## src/stu_pkg.sv

```systemverilog
package stu_pkg;

	// Series limits and fixed-point formats
	localparam int MAX_TERMS       = 32;
	localparam int ACC_FRAC_BITS   = 40;
	localparam int ANGLE_FRAC_BITS = 27;
	localparam int OUT_FRAC_BITS   = 30;

	// Payload widths
	localparam int ANGLE_W = 32;
	localparam int SINE_W  = 32;
	localparam int TERMS_W = 7;

	// Register map
	localparam int               PADDR_W        = 2;
	localparam logic [PADDR_W-1:0] ADDR_ACCURACY = 2'd0;
	localparam logic [31:0]      ACCURACY_RESET = 32'd6108539;

	// Largest term magnitude
	localparam logic [62:0] MAG_MAX = '1;

	typedef enum logic [2:0] {
		ST_IDLE,
		ST_CHECK,
		ST_MUL_LO,
		ST_MUL_HI,
		ST_MUL_SUM,
		ST_DIV,
		ST_ACC,
		ST_FIN
	} stu_state_t;

endpackage

```

## src/stu_if.sv

```systemverilog
// Argument channel
interface stu_arg_if;
	import stu_pkg::*;
	logic                      valid;
	logic                      ready;
	logic signed [ANGLE_W-1:0] angle;
	modport source (output valid, output angle, input ready);
	modport sink   (input valid, input angle, output ready);
endinterface

// Result channel
interface stu_res_if;
	import stu_pkg::*;
	logic                     valid;
	logic                     ready;
	logic signed [SINE_W-1:0] sine_value;
	logic [TERMS_W-1:0]       terms_used;
	logic                     not_converged;
	modport source (output valid, output sine_value, output terms_used, output not_converged,
		input ready);
	modport sink   (input valid, input sine_value, input terms_used, input not_converged,
		output ready);
endinterface

```

## src/sine_taylor_series_unit.sv

```systemverilog
// Fixed-point sine by the Maclaurin series.
// arg (valid/ready) takes one angle in signed Q5.27, |x| < 16, no range reduction.
// res (valid/ready) returns the sum in signed Q2.30 (saturated), the number of terms
// added and a flag set when the term limit was hit before the accuracy threshold.
// The APB port holds one register, accuracy, at byte address 0: a term whose magnitude
// falls below it ends the series. Write it only while the block is idle.
// Each added term runs on one 32x32 multiplier (two passes of low half, high half and
// combine) followed by a radix-256 divider by (2i)(2i+1), one accumulate step and one
// threshold check.
// One angle is processed at a time; arg.ready is high only while the sequencer is idle,
// so the next angle can be taken in the cycle after the result is loaded.
// The result sits in an output register, so a new angle is taken while it waits; a
// stalled receiver holds a finished result and the sequencer waits in its last state.
// Reset (arst_n low) returns accuracy to 6108539 (about 1e-6/0.18 in 2^-40 units),
// drops any work in flight and clears res.valid.
module sine_taylor_series_unit (
	input  logic                        clk,
	input  logic                        arst_n,
	input  logic                        psel,
	input  logic                        penable,
	input  logic                        pwrite,
	input  logic [stu_pkg::PADDR_W-1:0] paddr,
	input  logic [31:0]                 pwdata,
	output logic [31:0]                 prdata,
	output logic                        pready,
	stu_arg_if.sink                     arg,
	stu_res_if.source                   res
);
	import stu_pkg::*;

	localparam int I_W      = $clog2(MAX_TERMS);
	localparam int D_W      = $clog2((2*(MAX_TERMS-1))*(2*(MAX_TERMS-1)+1)+1);
	localparam int SH_L     = (ACC_FRAC_BITS >= ANGLE_FRAC_BITS) ?
		ACC_FRAC_BITS - ANGLE_FRAC_BITS : 0;
	localparam int SH_R     = (ACC_FRAC_BITS >= ANGLE_FRAC_BITS) ?
		0 : ANGLE_FRAC_BITS - ACC_FRAC_BITS;
	localparam int OS_R     = (ACC_FRAC_BITS >= OUT_FRAC_BITS) ?
		ACC_FRAC_BITS - OUT_FRAC_BITS : 0;
	localparam int OS_L     = (ACC_FRAC_BITS >= OUT_FRAC_BITS) ?
		0 : OUT_FRAC_BITS - ACC_FRAC_BITS;
	localparam int DIV_STEPS = 8;
	localparam int DIV_CYC   = 64 / DIV_STEPS;
	localparam int DC_W      = $clog2(DIV_CYC);

	stu_state_t          state_q, state_d;
	logic [31:0]         acc_q;
	logic                out_valid_q;
	logic [TERMS_W-1:0]  terms_q;
	logic                nc_q;
	logic [DC_W-1:0]     dcnt_q;

	logic [31:0]         xmag_q;
	logic                neg_q;
	logic [62:0]         mag_q;
	logic [63:0]         sum_q;
	logic                pass_q;
	logic [63:0]         plo_q, phi_q;
	logic [D_W-1:0]      d_q, rem_q;
	logic [63:0]         div_q;

	logic [SINE_W-1:0]   sine_q;
	logic [TERMS_W-1:0]  terms_out_q;
	logic                nc_out_q;

	logic                wr_en;
	logic                in_fire;
	logic                fin_load;
	logic                above_acc;
	logic                at_limit;

	logic [31:0]         a_mag;
	logic [62:0]         mag0;
	logic [63:0]         sum0;

	logic [31:0]         mul_a;
	logic [63:0]         mul_p;
	logic [95:0]         mul_full;
	logic [62:0]         mag_mul;

	logic [I_W:0]        two_i, two_i1;
	logic [2*I_W+1:0]    d_full;
	logic [D_W-1:0]      d_next;

	logic [63:0]         div_nx;
	logic [D_W-1:0]      rem_nx;

	logic [64:0]         addend, s65;
	logic [63:0]         sum_acc;

	logic [63:0]         um, um_c, um_s, um_lim;
	logic [SINE_W-1:0]   sine_nx;

	// Configuration port
	assign pready = 1'b1;
	assign wr_en  = psel & penable & pwrite & pready;
	assign prdata = (paddr == ADDR_ACCURACY) ? acc_q : '0;

	// Argument magnitude and first term
	assign a_mag = arg.angle[ANGLE_W-1] ? 32'(32'd0 - $unsigned(arg.angle))
		: $unsigned(arg.angle);
	assign mag0  = (63'(a_mag) << SH_L) >> SH_R;
	assign sum0  = arg.angle[ANGLE_W-1] ? 64'd0 - {1'b0, mag0} : {1'b0, mag0};

	// Threshold test
	assign above_acc = mag_q >= {31'd0, acc_q};
	assign at_limit  = terms_q >= TERMS_W'(MAX_TERMS);

	// Shared multiplier: term times |x| over two halves, then >> 27 with saturation
	assign mul_a    = (state_q == ST_MUL_HI) ? {1'b0, mag_q[62:32]} : mag_q[31:0];
	assign mul_p    = mul_a * xmag_q;
	assign mul_full = {phi_q, 32'd0} + {32'd0, plo_q};
	assign mag_mul  = (|mul_full[95:90]) ? MAG_MAX : mul_full[89:27];

	// Divisor (2i)(2i+1)
	assign two_i  = {terms_q[I_W-1:0], 1'b0};
	assign two_i1 = {terms_q[I_W-1:0], 1'b1};
	assign d_full = two_i * two_i1;
	assign d_next = D_W'(d_full);

	// Divider: eight restoring steps a cycle on a narrow remainder
	always_comb begin
		logic [63:0]    dv;
		logic [D_W-1:0] rm;
		logic [D_W:0]   trial;
		dv = div_q;
		rm = rem_q;
		for (int k = 0; k < DIV_STEPS; k++) begin
			trial = {rm, dv[63]};
			dv    = {dv[62:0], 1'b0};
			if (trial >= {1'b0, d_q}) begin
				rm    = D_W'(trial - {1'b0, d_q});
				dv[0] = 1'b1;
			end else begin
				rm = trial[D_W-1:0];
			end
		end
		div_nx = dv;
		rem_nx = rm;
	end

	// Saturating accumulate with the sign flipped
	assign addend  = neg_q ? {2'b00, div_q[62:0]} : 65'd0 - {2'b00, div_q[62:0]};
	assign s65     = {sum_q[63], sum_q} + addend;
	assign sum_acc = (s65[64] != s65[63]) ?
		(s65[64] ? {1'b1, 63'd0} : {1'b0, 63'h7FFF_FFFF_FFFF_FFFF}) : s65[63:0];

	// Output scaling to Q2.30 with saturation
	assign um     = sum_q[63] ? 64'd0 - sum_q : sum_q;
	assign um_c   = (OS_L > 0 && um >= 64'h0100_0000_0000_0000) ?
		64'h0100_0000_0000_0000 : um;
	assign um_s   = (um_c << OS_L) >> OS_R;
	assign um_lim = sum_q[63] ?
		((um_s > 64'h8000_0000) ? 64'h8000_0000 : um_s) :
		((um_s > 64'h7FFF_FFFF) ? 64'h7FFF_FFFF : um_s);
	assign sine_nx = sum_q[63] ? SINE_W'(64'd0 - um_lim) : um_lim[SINE_W-1:0];

	// Next state
	always_comb begin
		state_d = state_q;
		unique case (state_q)
			ST_IDLE:    if (arg.valid) state_d = ST_CHECK;
			ST_CHECK:   state_d = (above_acc && !at_limit) ? ST_MUL_LO : ST_FIN;
			ST_MUL_LO:  state_d = ST_MUL_HI;
			ST_MUL_HI:  state_d = ST_MUL_SUM;
			ST_MUL_SUM: state_d = pass_q ? ST_DIV : ST_MUL_LO;
			ST_DIV:     if (dcnt_q == DC_W'(DIV_CYC-1)) state_d = ST_ACC;
			ST_ACC:     state_d = ST_CHECK;
			ST_FIN:     if (fin_load) state_d = ST_IDLE;
		endcase
	end

	// Sequencer outputs
	always_comb begin
		arg.ready = (state_q == ST_IDLE);
		fin_load  = (state_q == ST_FIN) && (!out_valid_q || res.ready);
	end

	assign in_fire = arg.valid && arg.ready;

	// Control registers
	always_ff @(posedge clk or negedge arst_n) begin
		if (!arst_n) begin
			state_q     <= ST_IDLE;
			acc_q       <= ACCURACY_RESET;
			out_valid_q <= 1'b0;
			terms_q     <= TERMS_W'(1);
			nc_q        <= 1'b0;
			dcnt_q      <= '0;
		end else begin
			state_q <= state_d;
			if (wr_en && paddr == ADDR_ACCURACY) acc_q <= pwdata;
			if (fin_load) out_valid_q <= 1'b1;
			else if (res.ready) out_valid_q <= 1'b0;
			if (in_fire) begin
				terms_q <= TERMS_W'(1);
				nc_q    <= 1'b0;
			end
			if (state_q == ST_CHECK && above_acc && at_limit) nc_q <= 1'b1;
			if (state_q == ST_ACC) terms_q <= terms_q + TERMS_W'(1);
			if (state_q == ST_MUL_SUM) dcnt_q <= '0;
			if (state_q == ST_DIV) dcnt_q <= dcnt_q + DC_W'(1);
		end
	end

	// Datapath registers
	always_ff @(posedge clk) begin
		unique case (state_q)
			ST_IDLE: begin
				if (arg.valid) begin
					xmag_q <= a_mag;
					neg_q  <= arg.angle[ANGLE_W-1];
					mag_q  <= mag0;
					sum_q  <= sum0;
				end
			end
			ST_CHECK: begin
				d_q    <= d_next;
				pass_q <= 1'b0;
			end
			ST_MUL_LO: plo_q <= mul_p;
			ST_MUL_HI: phi_q <= mul_p;
			ST_MUL_SUM: begin
				mag_q  <= mag_mul;
				pass_q <= 1'b1;
				if (pass_q) begin
					div_q <= {1'b0, mag_mul};
					rem_q <= '0;
				end
			end
			ST_DIV: begin
				div_q <= div_nx;
				rem_q <= rem_nx;
			end
			ST_ACC: begin
				mag_q <= div_q[62:0];
				neg_q <= ~neg_q;
				sum_q <= sum_acc;
			end
			ST_FIN: begin
			end
		endcase
		if (fin_load) begin
			sine_q      <= sine_nx;
			terms_out_q <= terms_q;
			nc_out_q    <= nc_q;
		end
	end

	// Result channel
	assign res.valid         = out_valid_q;
	assign res.sine_value    = sine_q;
	assign res.terms_used    = terms_out_q;
	assign res.not_converged = nc_out_q;

	// Term counter stays within the series limit
	a_terms_range: assert property (@(posedge clk) disable iff (!arst_n)
		terms_q >= TERMS_W'(1) && terms_q <= TERMS_W'(MAX_TERMS))
		else $error("term count out of range");

	// Divider remainder stays below the divisor
	a_rem_below_d: assert property (@(posedge clk) disable iff (!arst_n)
		state_q == ST_DIV |-> rem_q < d_q)
		else $error("divider remainder not below divisor");

	// Non-convergence only at the term limit
	a_nc_limit: assert property (@(posedge clk) disable iff (!arst_n)
		fin_load && nc_q |-> terms_q == TERMS_W'(MAX_TERMS))
		else $error("not_converged without reaching term limit");

	// A new angle starts with one term and a threshold check
	a_start: assert property (@(posedge clk) disable iff (!arst_n)
		in_fire |=> state_q == ST_CHECK && terms_q == TERMS_W'(1))
		else $error("bad start of series");

	// A finished result shows up on the result channel
	a_fin_out: assert property (@(posedge clk) disable iff (!arst_n)
		fin_load |=> res.valid)
		else $error("finished result not presented");

endmodule
```

## src/flat_wrapper.sv

```systemverilog
// flat-port wrapper written by rule: the top's interface ports become plain ports
module sine_taylor_series_unit_flat import stu_pkg::*;
  (clk, arst_n, psel, penable, pwrite, paddr, pwdata, prdata, pready, arg_valid, arg_angle, arg_ready, res_valid, res_sine_value, res_terms_used, res_not_converged, res_ready);
  stu_arg_if arg_i ();
  stu_res_if res_i ();
  input  logic clk;
  input  logic arst_n;
  input  logic psel;
  input  logic penable;
  input  logic pwrite;
  input  logic [stu_pkg::PADDR_W-1:0] paddr;
  input  logic [31:0] pwdata;
  output logic [31:0] prdata;
  output logic pready;
  input wire logic [$bits(arg_i.valid)-1:0] arg_valid;
  input wire logic [$bits(arg_i.angle)-1:0] arg_angle;
  output wire logic [$bits(arg_i.ready)-1:0] arg_ready;
  output wire logic [$bits(res_i.valid)-1:0] res_valid;
  output wire logic [$bits(res_i.sine_value)-1:0] res_sine_value;
  output wire logic [$bits(res_i.terms_used)-1:0] res_terms_used;
  output wire logic [$bits(res_i.not_converged)-1:0] res_not_converged;
  input wire logic [$bits(res_i.ready)-1:0] res_ready;
  assign arg_i.valid = arg_valid;
  assign arg_i.angle = arg_angle;
  assign arg_ready = arg_i.ready;
  assign res_valid = res_i.valid;
  assign res_sine_value = res_i.sine_value;
  assign res_terms_used = res_i.terms_used;
  assign res_not_converged = res_i.not_converged;
  assign res_i.ready = res_ready;
  sine_taylor_series_unit u_core (.clk(clk), .arst_n(arst_n), .psel(psel), .penable(penable), .pwrite(pwrite), .paddr(paddr), .pwdata(pwdata), .prdata(prdata), .pready(pready), .arg(arg_i), .res(res_i));
endmodule
```

## config.mk

```make
export PLATFORM = sky130hd
export DESIGN_NAME = sine_taylor_series_unit_flat
export DESIGN_NICKNAME = d
export VERILOG_FILES = /design/src/stu_pkg.sv /design/src/stu_if.sv /design/src/sine_taylor_series_unit.sv /design/src/flat_wrapper.sv
export SDC_FILE = /design/constraint.sdc
export NUM_CORES = 2
export LEC_CHECK = 0
export BUFFER_PORTS_ARGS = -buffer_cell sky130_fd_sc_hd__buf_2
export CAP_MARGIN = 25
export CORE_MARGIN = 3
export CORE_UTILIZATION = 57
export CTS_CLUSTER_SIZE = 28
export DETAILED_ROUTE_END_ITERATION = 8
export GPL_ROUTABILITY_DRIVEN = 0
export MAX_ROUTING_LAYER = met4
export PLACE_DENSITY = 0.74
export SKIP_CTS_REPAIR_TIMING = 1
export SLEW_MARGIN = 20
export SYNTH_ARGS = -nofsm -noshare
export SYNTH_HDL_FRONTEND = slang
export SYNTH_SLANG_ARGS = --single-unit
export TNS_END_PERCENT = 5
```

## constraint.sdc

```tcl
create_clock -name clk -period 24.1 [get_ports clk]
set_input_delay 3.615 -clock clk [delete_from_list [all_inputs] [get_ports clk]]
set_output_delay 3.615 -clock clk [all_outputs]
set_load 0.02 [all_outputs]
```

==> impl.org <==
** CTS
- The longest clock path from root to sink contains 3 buffers.
- Buffers inserted during clock tree synthesis total 47.
- After clock tree synthesis, the clock-pin slew on the worst setup and hold paths is around 0.07 ns.
- Clk sinks :: about 440
- TritonCTS built the clock tree.
- The cell sitting at the root of the clock tree is a clkbuf_16.
- Insertion delay to the later sink of the worst-skew pair :: between 0.6 and 0.7 ns
- CTS HTree Levels :: 2

** Job
- Number of maximum-capacitance violations :: 0

** Synthesis
- Avg Cell Area, Syn :: between 8 and 9 um^2
- Proportion of synthesized chip area in sequential cells :: about 19%
- The most used flip-flop cell after synthesis is edfxtp_1.
- Post-synthesis cell type with the largest combined area :: fa_1
- The Yosys step of the flow raised 0 warnings.
- Total of flip-flops plus latches after synthesis :: approximately 440
- Cell area after synthesis :: 0.0669 mm^2
- Mapped Nets :: 9,037
- For this run, asynchronously set or reset flops after synthesis account for a little over a tenth.
- Top cells by area, synth :: fa_1 (27%), edfxtp_1 (17%), ha_1 (9.4%)
- After synthesis, the largest area contributor takes up 27.3% of total cell area.
- Yosys mapped the design onto ~110 distinct sky130hd cell types.
- In this run, synthesis inferred roughly 390 flip-flops with an integrated enable.
- In the synthesized netlist, the number of instances is approximately 7,600.

** Floorplan
- Die footprint :: 0.122 mm^2
- Num ports :: 148
- Initial cell density of the core :: a little under three fifths
- Horizontal die dimension :: roughly 350 um
- In this run the core area contains between 100 and 150 standard-cell rows.
- The region available for standard cell placement spans ~0.12 mm^2.
- The die is 349 um tall.

** Global route
- Wire length of the first global-routing pass :: between 300,000 and 400,000 um
- Total routing usage reported by global routing :: between 30% and 40%
- The total overflow left after global routing is 0.
- The via count of the first global-routing pass came to 57,400.
- The number of antenna violations at the first check in global routing is 4.
- Entering global routing, the biggest net connects 90 pins.

** Hold path
- Path category of the worst min-delay check :: reg2reg

** Outcome
- The run finished with clean final reports.

** Placed design
- Worst Setup Slack post-DPL :: about 0.81 ns
- Placed wire-length estimate after detailed placement :: ~150,000 um
- Area post-placement :: just under 0.07 mm^2
- In this run the tool buffered the top-level ports with roughly 150 buffer cells.

** STA
- Ratio of final minimum period to clock period :: 94.9%
- Relative slew margins :: around 20%
- The total count of max-transition violations in the final report came to 0.
- Derived from the worst setup path, the maximum achievable clock frequency is about 44 MHz.
- Final Critical Period :: 22.86 ns
- The number of hold violations in the final report is 0.
- Final Hold Slack :: 0.457 ns
- Post-Route Skew :: between 0.03 and 0.04 ns
- Final number of setup-violating endpoints :: 0
- PnR worst setup slack :: 1.24 ns
- At the pin with the least slew margin, the transition time is between 1 and 1.5 ns.

** Worst setup path
- The worst setup path is captured at a flip-flop.
- CP Launch Type :: flip-flop
- Critical Path Slowest Stage Cell :: o21ai_0
- Max Fanout on Critical Path :: 20
- Most prevalent standard cell on the critical path :: o21ai_0
- The worst setup path is of the reg2reg kind.
- Biggest cell delay along the critical path :: between 0.5 and 0.6 ns
- For the worst setup path, the data arrival time is about 23 ns.
- For the worst setup path, the data required time is roughly 24 ns.

** Detailed routing
- Summed over all layers, the routed wires come to between 200,000 and 250,000 um.
- Mean routed wirelength per cell :: between 20 and 25 um
- 1st-pass router iterations :: 9
- Antenna-violating nets left :: 0
- Iter 0 DRT Violations :: between 6,000 and 7,000
- Mean number of vias per cell :: 6.16
- After detailed routing, the number of remaining DRC violations is 0.
- Via count :: ~56,000

** Finish
- The top cell types in the final layout, fill and taps aside, are nand2_1 (1,169), inv_1 (1,152), fa_1 (912).
- Storage cell area :: between 0.01 and 0.015 mm^2
- Ratio of cells with drive above 1 in the final layout :: around 6.3%
- The library cell used most frequently in the layout, excluding fill and tap cells, is nand2_1.
- After routing the design area is roughly 0.071 mm^2.
- In the final layout, the multi-input gates occupy 0.0483 mm^2.
- The area growth from synthesis to layout is 5.71%.
- Fill cells in the final layout number 9,895.
- For this run, the post-layout net count is between 8,000 and 9,000.
## worst max-delay path, delay by kind of cell (launching register included)
| kind | cells | cell delay (ns) |
|---|---|---|
| DFF | 1 | 0.37 |
| adders and majority gates | 8 | 2.77 |
| and+or+nand+nor | 24 | 5.66 |
| muxes | 5 | 1.63 |
| AOI/OAI and AO/OA | 50 | 11.12 |
| buffers and inverters | 5 | 1.05 |
## layout make-up
cell class / count / share of cell area (%)
sequential: 436 / 18.2
clock inverter: 35 / 0.614
timing repair buffer: 260 / 2.32
tap: 1524 / 2.70
inverter: 1156 / 6.14
antenna: 1 / 0.00354
multi-input combinational: 5580 / 68.3
clock buffer: 53 / 1.72
## worst paths after layout
kind | from | to | slack [ns] | depth (start not counted)
min | u_core.nc_q$_DFFE_PN0P_ | u_core.res.not_converged$_DFFE_PP_ | 0.46 | 0
max | u_core.d_q[3]$_DFFE_PP_ | u_core.rem_q[3]$_SDFFCE_PN0P_ | 1.24 | 92
max in group asynchronous | arst_n | u_core.terms_q[3]$_DFFE_PN0P_ | 20.44 | 2
min reg2reg | u_core.nc_q$_DFFE_PN0P_ | u_core.res.not_converged$_DFFE_PP_ | 0.46 | 0
max reg2reg | u_core.d_q[3]$_DFFE_PP_ | u_core.rem_q[3]$_SDFFCE_PN0P_ | 1.24 | 92
min in group asynchronous | arst_n | u_core.acc_q[9]$_DFFE_PN0P_ | 3.15 | 2
## registers in the layout (all words and copies together), names as in the netlist
signal,flops
u_core.acc_q,32
u_core.d_q,11
u_core.dcnt_q,3
u_core.div_q,64
u_core.mag_q,63
u_core.nc_q,1
u_core.neg_q,1
u_core.pass_q,1
u_core.phi_q,64
u_core.plo_q,37
u_core.rem_q,12
u_core.res.not_converged,1
u_core.res.sine_value,32
u_core.res.terms_used,7
u_core.res.valid,1
u_core.state_q,3
u_core.sum_q,64
u_core.terms_q,7
u_core.xmag_q,32
## Yosys cell counts (70+ instances only)
library cell and number:
nand2_1 1186, edfxtp_1 389, xnor2_1 209, and2_1 260, inv_1 1155, a21oi_1 289
nand3_1 97, and3_1 70, a31oi_1 144, ha_1 502, o21ai_0 319, a21o_1 149
fa_1 912, clkbuf_1 350, nand2b_1 73, nor3_1 120, xor2_1 173, nor2_1 298
## logic make-up after synthesis
family          share of synthesized area [%]
simple gates                             16.9
buf+inv                                  8.70
fa+ha+maj                                36.7
compound gates                           12.2
flops                                    19.2
xor+xnor                                 5.02
mux                                      1.19
other cells                           0.00560
## metal layers
metal / vias to the layer above / wire length, um / global-route usage, %
met5: - / 0 / -
met4: 0 / 12500 / 17.5
met3: 657 / 21000 / 6.35
met2: 3073 / 91300 / 53.2
met1: 27400 / 78000 / 44.5
li1: 24600 / - / -
## metrics by stage
| step | instances | setup TNS, ns | utilization, % |
|---|---|---|---|
| finish | 9045 | 0 | 60.8 |
| global route | 9045 | -0.0510 | 60.8 |
| detailed placement | 8946 | 0 | 59.3 |
| CTS | 9034 | 0 | 60.7 |
| floorplan | 7550 | 0 | - |
| global placement | 8942 | 0 | 59.2 |
Power is left out: the tool's default activity adds up to more than one toggle a clock period on the data nets, which glitch-free logic cannot reach.
